File: config.mk
export PLATFORM = sky130hd
export DESIGN_NAME = open_addressing_word_hash_table
export DESIGN_NICKNAME = d
export VERILOG_FILES = /design/src/hw/rtl/ohtab_pkg.sv /design/src/hw/rtl/open_addressing_word_hash_table.sv /design/src/hw/rtl/ohtab_store.sv
export SDC_FILE = /design/constraint.sdc
export NUM_CORES = 2
export LEC_CHECK = 0
export BUFFER_PORTS_ARGS = -buffer_cell sky130_fd_sc_hd__buf_2
export CAP_MARGIN = 20
export CELL_PAD_IN_SITES_DETAIL_PLACEMENT = 0
export CELL_PAD_IN_SITES_GLOBAL_PLACEMENT = 2
export CORE_MARGIN = 5
export CORE_UTILIZATION = 30
export CTS_CLUSTER_DIAMETER = 60
export DETAILED_ROUTE_END_ITERATION = 16
export PLACE_DENSITY_LB_ADDON = 0.1
export SLEW_MARGIN = 30
export SYNTH_ARGS = -nofsm -noshare
export SYNTH_HDL_FRONTEND = slang
export SYNTH_HIERARCHICAL = 1
export SYNTH_SLANG_ARGS = --single-unit
export TNS_END_PERCENT = 1
File: constraint.sdc
create_clock -name clk_i -period 21.6 [get_ports clk_i]
set_input_delay 1.08 -clock clk_i [delete_from_list [all_inputs] [get_ports clk_i]]
set_output_delay 1.08 -clock clk_i [all_outputs]
set_load 0.1 [all_outputs]
File: src/hw/rtl/ohtab_pkg.sv
package ohtab_pkg;

  localparam int TableSlots = 26;
  localparam int WordChars  = 19;
  localparam int IdxW       = $clog2(TableSlots);
  localparam int CntW       = $clog2(TableSlots + 2);
  localparam int WordW      = 152;

  localparam logic [7:0] CharALower = 8'd97;
  localparam logic [7:0] CharAUpper = 8'd65;
  localparam logic [7:0] CharZUpper = 8'd90;
  localparam logic [7:0] CaseOffset = 8'd32;

  typedef logic [IdxW-1:0]  idx_t;
  typedef logic [WordW-1:0] word_t;

  typedef enum logic [1:0] {
    STATUS_INSERTED  = 2'd0,
    STATUS_FULL      = 2'd1,
    STATUS_FOUND     = 2'd2,
    STATUS_NOT_FOUND = 2'd3
  } status_e;

  typedef enum logic {
    OP_INSERT = 1'b0,
    OP_SEARCH = 1'b1
  } op_e;

  typedef enum logic {
    PROBE_LINEAR    = 1'b0,
    PROBE_QUADRATIC = 1'b1
  } probe_e;

  typedef struct packed {
    logic rd_en;
    logic wr_en;
    idx_t addr;
  } mem_req_t;

  // Keeps the characters up to the first zero byte and clears the rest.
  function automatic word_t normalise_word(word_t w);
    word_t      r;
    logic       alive;
    logic [7:0] b;
    r     = '0;
    alive = 1'b1;
    for (int k = 0; k < WordChars; k++) begin
      b     = w[8*k +: 8];
      alive = alive & (b != 8'd0);
      if (alive) begin
        r[8*k +: 8] = b;
      end
    end
    return r;
  endfunction

endpackage

File: src/hw/rtl/open_addressing_word_hash_table.sv
// Open-addressing hash table of 26 words of up to 19 characters, keyed on the
// first letter, with linear or quadratic probing chosen by the probe mode
// register. One beat is handled at a time: the word is trimmed on acceptance,
// the first character is folded to lower case and reduced to its home slot,
// the first read is issued, slots are probed one after another (up to 26 for
// an insert, 27 for a search) and the result register is loaded. The probe
// rate is set by the single-port slot memory, which is read once per cycle.
// A waiting result at the output holds the block in its completion state, so
// the next beat is not accepted until that result is taken.
module open_addressing_word_hash_table (
  input  logic        clk_i,
  input  logic        rst_ni,
  input  logic        cfg_we_i,
  input  logic        cfg_wdata_i,
  input  logic        in_valid_i,
  output logic        in_ready_o,
  input  logic        operation_i,
  input  logic [63:0] word_bytes_low_i,
  input  logic [63:0] word_bytes_mid_i,
  input  logic [23:0] word_bytes_high_i,
  output logic        out_valid_o,
  input  logic        out_ready_i,
  output logic [1:0]  status_o,
  output logic [4:0]  slot_index_o,
  output logic [4:0]  comparisons_o
);
  import ohtab_pkg::*;

  typedef enum logic [5:0] {
    ST_IDLE  = 6'b000001,
    ST_NORM  = 6'b000010,
    ST_HASH  = 6'b000100,
    ST_ISSUE = 6'b001000,
    ST_CHECK = 6'b010000,
    ST_DONE  = 6'b100000
  } state_e;

  state_e          state_q, state_d;
  probe_e          mode_q;
  op_e             op_q;
  word_t           word_q;
  logic [7:0]      red_q;
  logic            neg_q;
  idx_t            pos_q;
  idx_t            step_q;
  logic [CntW-1:0] cnt_q;
  status_e         res_status_q;
  idx_t            res_slot_q;
  logic [CntW-1:0] res_cnt_q;
  logic            out_valid_q;
  logic [1:0]      out_status_q;
  logic [4:0]      out_slot_q;
  logic [4:0]      out_cnt_q;

  mem_req_t        mem_req;
  logic            rd_valid;
  word_t           rd_word;

  logic [7:0]      first_char;
  logic [7:0]      lowered;
  logic [IdxW:0]   pos_sum;
  logic [IdxW:0]   odd_sum;
  idx_t            pos_nx;
  idx_t            step_nx;
  logic [CntW-1:0] cnt_inc;
  logic            hit;
  logic            finish;
  status_e         fin_status;
  logic            fin_keep_slot;
  logic [CntW-1:0] fin_cnt;
  logic            load_out;

  ohtab_store u_store (
    .clk_i      (clk_i),
    .rst_ni     (rst_ni),
    .req_i      (mem_req),
    .wr_word_i  (word_q),
    .rd_valid_o (rd_valid),
    .rd_word_o  (rd_word)
  );

  always_comb begin
    first_char = word_q[7:0];
    lowered    = first_char;
    if (first_char inside {[CharAUpper:CharZUpper]}) begin
      lowered = first_char + CaseOffset;
    end
  end

  always_comb begin
    pos_sum = {1'b0, pos_q} + {1'b0, step_q};
    if (pos_sum >= (IdxW+1)'(TableSlots)) begin
      pos_nx = IdxW'(pos_sum - (IdxW+1)'(TableSlots));
    end else begin
      pos_nx = pos_sum[IdxW-1:0];
    end
    odd_sum = {1'b0, step_q} + (IdxW+1)'(2);
    if (mode_q == PROBE_LINEAR) begin
      step_nx = step_q;
    end else if (odd_sum >= (IdxW+1)'(TableSlots)) begin
      step_nx = IdxW'(odd_sum - (IdxW+1)'(TableSlots));
    end else begin
      step_nx = odd_sum[IdxW-1:0];
    end
  end

  always_comb begin
    cnt_inc       = cnt_q + CntW'(1);
    hit           = (rd_word == word_q);
    finish        = 1'b1;
    fin_status    = STATUS_NOT_FOUND;
    fin_keep_slot = 1'b0;
    fin_cnt       = cnt_q;
    if (!rd_valid) begin
      if (op_q == OP_INSERT) begin
        fin_status    = STATUS_INSERTED;
        fin_keep_slot = 1'b1;
      end
    end else if (op_q == OP_SEARCH && hit) begin
      fin_status    = STATUS_FOUND;
      fin_keep_slot = 1'b1;
    end else if (op_q == OP_INSERT && cnt_inc == CntW'(TableSlots)) begin
      fin_status = STATUS_FULL;
      fin_cnt    = cnt_inc;
    end else if (op_q == OP_SEARCH && cnt_inc == CntW'(TableSlots + 1)) begin
      fin_cnt = cnt_inc;
    end else begin
      finish = 1'b0;
    end
  end

  always_comb begin
    mem_req = '0;
    case (state_q)
      ST_ISSUE: begin
        mem_req.rd_en = 1'b1;
        mem_req.addr  = pos_q;
      end
      ST_CHECK: begin
        if (!finish) begin
          mem_req.rd_en = 1'b1;
          mem_req.addr  = pos_nx;
        end else if (!rd_valid && op_q == OP_INSERT) begin
          mem_req.wr_en = 1'b1;
          mem_req.addr  = pos_q;
        end
      end
      default: begin
        mem_req = '0;
      end
    endcase
  end

  assign load_out = (state_q == ST_DONE) && (!out_valid_q || out_ready_i);

  always_comb begin
    state_d = state_q;
    case (state_q)
      ST_IDLE: begin
        if (in_valid_i) begin
          state_d = ST_NORM;
        end
      end
      ST_NORM: begin
        state_d = ST_HASH;
      end
      ST_HASH: begin
        if (red_q < 8'(TableSlots)) begin
          state_d = ST_ISSUE;
        end
      end
      ST_ISSUE: begin
        state_d = ST_CHECK;
      end
      ST_CHECK: begin
        if (finish) begin
          state_d = ST_DONE;
        end
      end
      ST_DONE: begin
        if (load_out) begin
          state_d = ST_IDLE;
        end
      end
      default: begin
        state_d = ST_IDLE;
      end
    endcase
  end

  always_ff @(posedge clk_i or negedge rst_ni) begin
    if (!rst_ni) begin
      state_q     <= ST_IDLE;
      mode_q      <= PROBE_LINEAR;
      out_valid_q <= 1'b0;
    end else begin
      state_q <= state_d;
      if (cfg_we_i) begin
        mode_q <= probe_e'(cfg_wdata_i);
      end
      if (load_out) begin
        out_valid_q <= 1'b1;
      end else if (out_ready_i) begin
        out_valid_q <= 1'b0;
      end
    end
  end

  always_ff @(posedge clk_i) begin
    case (state_q)
      ST_IDLE: begin
        if (in_valid_i) begin
          op_q   <= op_e'(operation_i);
          word_q <= normalise_word({word_bytes_high_i, word_bytes_mid_i, word_bytes_low_i});
        end
      end
      ST_NORM: begin
        if (lowered >= CharALower) begin
          red_q <= lowered - CharALower;
          neg_q <= 1'b0;
        end else begin
          red_q <= CharALower - lowered;
          neg_q <= 1'b1;
        end
      end
      ST_HASH: begin
        if (red_q >= 8'(TableSlots)) begin
          red_q <= red_q - 8'(TableSlots);
        end else begin
          if (neg_q && red_q != 8'd0) begin
            pos_q <= IdxW'(8'(TableSlots) - red_q);
          end else begin
            pos_q <= IdxW'(red_q);
          end
          step_q <= IdxW'(1);
          cnt_q  <= '0;
        end
      end
      ST_CHECK: begin
        if (finish) begin
          res_status_q <= fin_status;
          res_slot_q   <= fin_keep_slot ? pos_q : '0;
          res_cnt_q    <= fin_cnt;
        end else begin
          pos_q  <= pos_nx;
          step_q <= step_nx;
          cnt_q  <= cnt_inc;
        end
      end
      ST_DONE: begin
        if (load_out) begin
          out_status_q <= res_status_q;
          out_slot_q   <= 5'(res_slot_q);
          out_cnt_q    <= 5'(res_cnt_q);
        end
      end
      default: begin
      end
    endcase
  end

  assign in_ready_o    = (state_q == ST_IDLE);
  assign out_valid_o   = out_valid_q;
  assign status_o      = out_status_q;
  assign slot_index_o  = out_slot_q;
  assign comparisons_o = out_cnt_q;

`ifndef NO_ASSERTIONS
  a_cnt_range: assert property (@(posedge clk_i) disable iff (!rst_ni)
    (state_q == ST_CHECK) |-> (cnt_q <= CntW'(TableSlots)))
    else $error("probe count beyond the table size");
  a_pos_range: assert property (@(posedge clk_i) disable iff (!rst_ni)
    (state_q == ST_ISSUE || state_q == ST_CHECK) |->
      ({1'b0, pos_q} < (IdxW+1)'(TableSlots)))
    else $error("probe position beyond the table");
  a_linear_step: assert property (@(posedge clk_i) disable iff (!rst_ni)
    (state_q == ST_CHECK && mode_q == PROBE_LINEAR) |-> (step_q == IdxW'(1)))
    else $error("linear probing with a step other than one");
  a_result_source: assert property (@(posedge clk_i) disable iff (!rst_ni)
    $rose(out_valid_q) |-> $past(state_q == ST_DONE))
    else $error("result beat raised outside the completion state");
`endif

endmodule

File: src/hw/rtl/ohtab_store.sv
module ohtab_store (
  input  logic               clk_i,
  input  logic               rst_ni,
  input  ohtab_pkg::mem_req_t req_i,
  input  ohtab_pkg::word_t   wr_word_i,
  output logic               rd_valid_o,
  output ohtab_pkg::word_t   rd_word_o
);
  import ohtab_pkg::*;

  word_t                 mem_q [TableSlots];
  logic [TableSlots-1:0] valid_q;
  logic                  rd_valid_q;
  word_t                 rd_word_q;

  always_ff @(posedge clk_i) begin
    if (req_i.wr_en) begin
      mem_q[req_i.addr] <= wr_word_i;
    end
    if (req_i.rd_en) begin
      rd_word_q <= mem_q[req_i.addr];
    end
  end

  always_ff @(posedge clk_i or negedge rst_ni) begin
    if (!rst_ni) begin
      valid_q    <= '0;
      rd_valid_q <= 1'b0;
    end else begin
      if (req_i.wr_en) begin
        valid_q[req_i.addr] <= 1'b1;
      end
      if (req_i.rd_en) begin
        rd_valid_q <= valid_q[req_i.addr];
      end
    end
  end

  assign rd_valid_o = rd_valid_q;
  assign rd_word_o  = rd_word_q;

`ifndef NO_ASSERTIONS
  a_addr_range: assert property (@(posedge clk_i) disable iff (!rst_ni)
    (req_i.rd_en || req_i.wr_en) |-> ({1'b0, req_i.addr} < (IdxW+1)'(TableSlots)))
    else $error("slot address beyond the table");
  a_write_empty: assert property (@(posedge clk_i) disable iff (!rst_ni)
    req_i.wr_en |-> !valid_q[req_i.addr])
    else $error("write to an occupied slot");
  a_no_rw_overlap: assert property (@(posedge clk_i) disable iff (!rst_ni)
    req_i.wr_en |-> !req_i.rd_en)
    else $error("read and write in the same cycle");
`endif

endmodule

==> insert_results.sql <==
INSERT INTO impl_metrics (metric_group, metric, value, unit) VALUES
('outcome', 'run_status', 'finished, final reports clean', ''),
('pwr', 'finalPower', '20.1', 'mW'),
('logic_synthesis', 'synth_fp_nets', '9262', ''),
('pwr', 'p_int', '15.2', 'mW'),
('die', 'floorplan.die_area', '579000', 'sq um'),
('cells_and_area', 'syn_to_final_growth', '16.7', '%'),
('route', 'drt-initial-drc-count', '8219', ''),
('grt', 'grt_first_pass_wirelength', '839', 'mm'),
('die', 'placementRows', '275', ''),
('timing', 'final.period_utilization', '0.418', ''),
('route', 'drc', '0', ''),
('timing', 'fin_worst_skew', '61.7', 'ps'),
('logic_synthesis', 'seq_cells_post_synth', '4339', ''),
('logic_synthesis', 'async_reset_ff_frac', '0.00807', ''),
('setup_path', 'rr_startpoint', 'word_q[7]', ''),
('clock_network', 'cts_num_sinks', '4339', ''),
('clock_network', 'tritoncts_clock_tree', 'done', ''),
('grt', 'via_count_of_the_first_global_routing_pass', '91800', ''),
('logic_synthesis', 'synth_top_area_share', '0.765', ''),
('placed_design', 'dp_hpwl', '348', 'mm'),
('setup_path', 'crit_path_end', 'u_store/rd_word_o[86]', ''),
('clock_network', 'clockBufferDepth', '4', ''),
('grt', 'congestion_overflow_gr', '0', ''),
('setup_path', 'cpMostUsedCell', 'buf_4', ''),
('setup_path', 'crit_path_max_fanout', '69', ''),
('timing', 'timing.final.max_slew_violations', '0', ''),
('pwr', 'p_per_area', '102', 'nW/um^2'),
('setup_path', 'worstReg2RegEnd', 'u_store/rd_word_o[86]', ''),
('min_path', 'hold_path.class', 'primary input to async pin', ''),
('setup_path', 'worst-path-stages', '17', ''),
('logic_synthesis', 'yosys-top-cells-count', '4304 x edfxtp_1, 1637 x mux2i_1, 593 x a22oi_1', ''),
('clock_network', 'cts_root_buf', 'clkbuf_16', ''),
('route', 'routed_via_density', '5.16', ''),
('timing', 'timing.final.crit_period', '9030', 'ps'),
('timing', 'fmax', '0.111', 'GHz'),
('die', 'num_io_pins', '173', ''),
('pwr', 'switching_share', '0.245', ''),
('logic_synthesis', 'syn_avg_cell_area', '18.6', 'sq um'),
('clock_network', 'tritoncts.num_buffers', '529', ''),
('die', 'dieHeight', '761', 'um'),
('timing', 'setup_violations', '0', ''),
('clock_network', 'cts.repair.resized', '0', ''),
('setup_path', 'worstRegToRegCells', '17', ''),
('logic_synthesis', 'ys_types', '77', ''),
('grt', 'globalRouteTotalUtil', '0.211', ''),
('route', 'final_antenna_net_count', '0', ''),
('setup_path', 'timing.critical_path.max_delay_family', 'buffers and inverters', ''),
('cells_and_area', 'design_area', '197000', 'sq um'),
('pwr', 'max-vdd-ir-drop', '0.0829', 'mV'),
('setup_path', 'crit_arrival', '9800', 'ps'),
('logic_synthesis', 'post-synth-top-area-cell', 'edfxtp_1', ''),
('route', 'detailedRoute.firstPassIterationCount', '5', ''),
('pwr', 'static-leakage-power', '59.4', 'nW'),
('job', 'maxcap_violations', '0', ''),
('setup_path', 'crit_slowest_cell', 'edfxtp_1', ''),
('logic_synthesis', 'syn-instance-count', '9080', ''),
('logic_synthesis', 'mappedNetlistArea', '169000', 'sq um'),
('setup_path', 'path_buf_inv', '8', ''),
('setup_path', 'start_point_of_the_critical_path', 'word_q[7]', ''),
('die', 'chipWidth', '761', 'um'),
('clock_network', 'h_tree_level_count', '6', ''),
('clock_network', 'cts_setup_buffers', '0', ''),
('timing', 'pin_slew_with_the_least_headroom_to_its_limit', '1170', 'ps'),
('setup_path', 'max_stage_delay', '990', 'ps'),
('setup_path', 'required_time_reported_for_the_critical_path_endpoint', '22370', 'ps'),
('logic_synthesis', 'warning_count_from_the_yosys_run', '6', ''),
('pwr', 'power.share.combinational', '0.068', ''),
('clock_network', 'clkLatencyLatePin', '1070', 'ps'),
('grt', 'grt_antenna_before_repair', '64', ''),
('setup_path', 'timing.critical_path.cells', 'inv_1 > o2111ai_1 > nor4_2 > nand4_1 > nor4_4 > buf_4 > o31ai_4 > buf_4 > buf_12 > buf_4 > buf_6 > buf_4 > buf_4 > mux2i_1 > o22ai_1 > a221oi_1 > o211ai_1', ''),
('logic_synthesis', 'synth-edff-count', '4304', '');
cells by family after synthesis:
| logic type | Yosys count | share of synthesized area |
|---|---|---|
| AOI/OAI and AO/OA | 1182 | 0.0488 |
| xor gates and xnor gates | 117 | 0.00606 |
| DFF | 4339 | 0.770 |
| muxes | 1883 | 0.125 |
| buffers and inverters | 557 | 0.0184 |
| and+or+nand+nor | 979 | 0.0304 |
| adders and majority gates | 23 | 0.00175 |
power groups by stage:
| stage | logic, mW | registers (mW) | clock network, mW |
|---|---|---|---|
| final | 1.36 | 10.2 | 8.52 |
| after global routing | 1.44 | 10.2 | 9.10 |
| after CTS | 1.30 | 10.3 | 8.74 |
| after detailed placement | 1.29 | 10.4 | 0 |
| after global placement | 1.22 | 10.5 | 0 |
| after floorplan | 0.485 | 10.4 | 0 |
stage by stage:
step                      setup slack [ps]  utilization  std cells
after floorplan                       7040            -       9080
after global placement               11500        0.320      16600
after detailed placement             12390        0.321      16600
after CTS                            12360        0.351      17500
after global routing                 12150        0.351      17600
final                                12570        0.351      17600
per-layer routing:
layer,GRT usage,vias up,share of wire
met5,0,-,0.000064
met4,0.0380,6,0.018
met3,0.0290,636,0.045
met2,0.346,2433,0.47
met1,0.303,49700,0.46
li1,-,38000,-
worst min path at each step:
stage                       start               end  slack (ps)  cells past startpoint
detailed placement   res_cnt_q[4]  comparisons_o[4]         410                      0
global route               rst_ni            mode_q          80                      2
CTS                        rst_ni            mode_q          30                      2
global placement    res_slot_q[3]   slot_index_o[3]         410                      0
floorplan            res_cnt_q[0]  comparisons_o[0]         400                      0
finish                     rst_ni            mode_q         100                      2
state kept, by name, summed over array words and instances, names as in the netlist, 2 cells and up:
| register | flops |
|---|---|
| pos_q | 5 |
| res_cnt_q | 5 |
| comparisons_o | 5 |
| u_store/valid_q | 26 |
| u_store/rd_word_o | 152 |
| u_store/mem_q | 3952 |
| res_status_q | 2 |
| status_o | 2 |
| red_q | 8 |
| cnt_q | 5 |
| step_q | 4 |
| word_q | 152 |
| slot_index_o | 5 |
| state_q | 6 |
| res_slot_q | 5 |
layout by cell type, fill, tap and decap left out, types with 21 or more instances in the layout:
master     synthesis  final
buf_6             70     37
bufinv_16          0     29
mux2_2            74     74
o21ai_0           65     64
clkbuf_1         154    103
ha_1              22     22
or2_2             29     29
nor2b_1           45     38
and2_1           123    121
mux4_2           172    172
clkinv_2           1     77
edfxtp_1        4304   4304
nand2_1          162    162
o2111ai_1         28     28
nand4_1           29     29
nand3_1          289    289
a31oi_1           33     33
diode_2            0     25
o22ai_1           78     78
and3_1            37     36
clkinv_8           0     21
nor4_1            50     46
inv_1             52     52
o211ai_1         108    108
clkinv_1           0    125
buf_12             0     35
a22oi_1          593    593
buf_4             61    283
dfrtp_1           34     34
mux2i_1         1637   1637
inv_6              0     29
clkbuf_16          0    540
xnor2_1          108     89
a211oi_1          41     41
nor2_1           117    100
buf_2            195    172
nand2b_1          39     37
a21oi_1          177    176
layout make-up:
| class | count | area [sq um] |
|---|---|---|
| clock inverters | 298 | 2600 |
| inverters | 56 | 218 |
| multi-input cells | 4184 | 36400 |
| diodes | 25 | 62.6 |
| well taps | 7479 | 9360 |
| flip-flops and latches | 4339 | 130000 |
| repair buffers | 551 | 4560 |
| fillers | 52600 | 364000 |
| clock buffers | 646 | 13900 |
(Power assumes the default switching activity.)
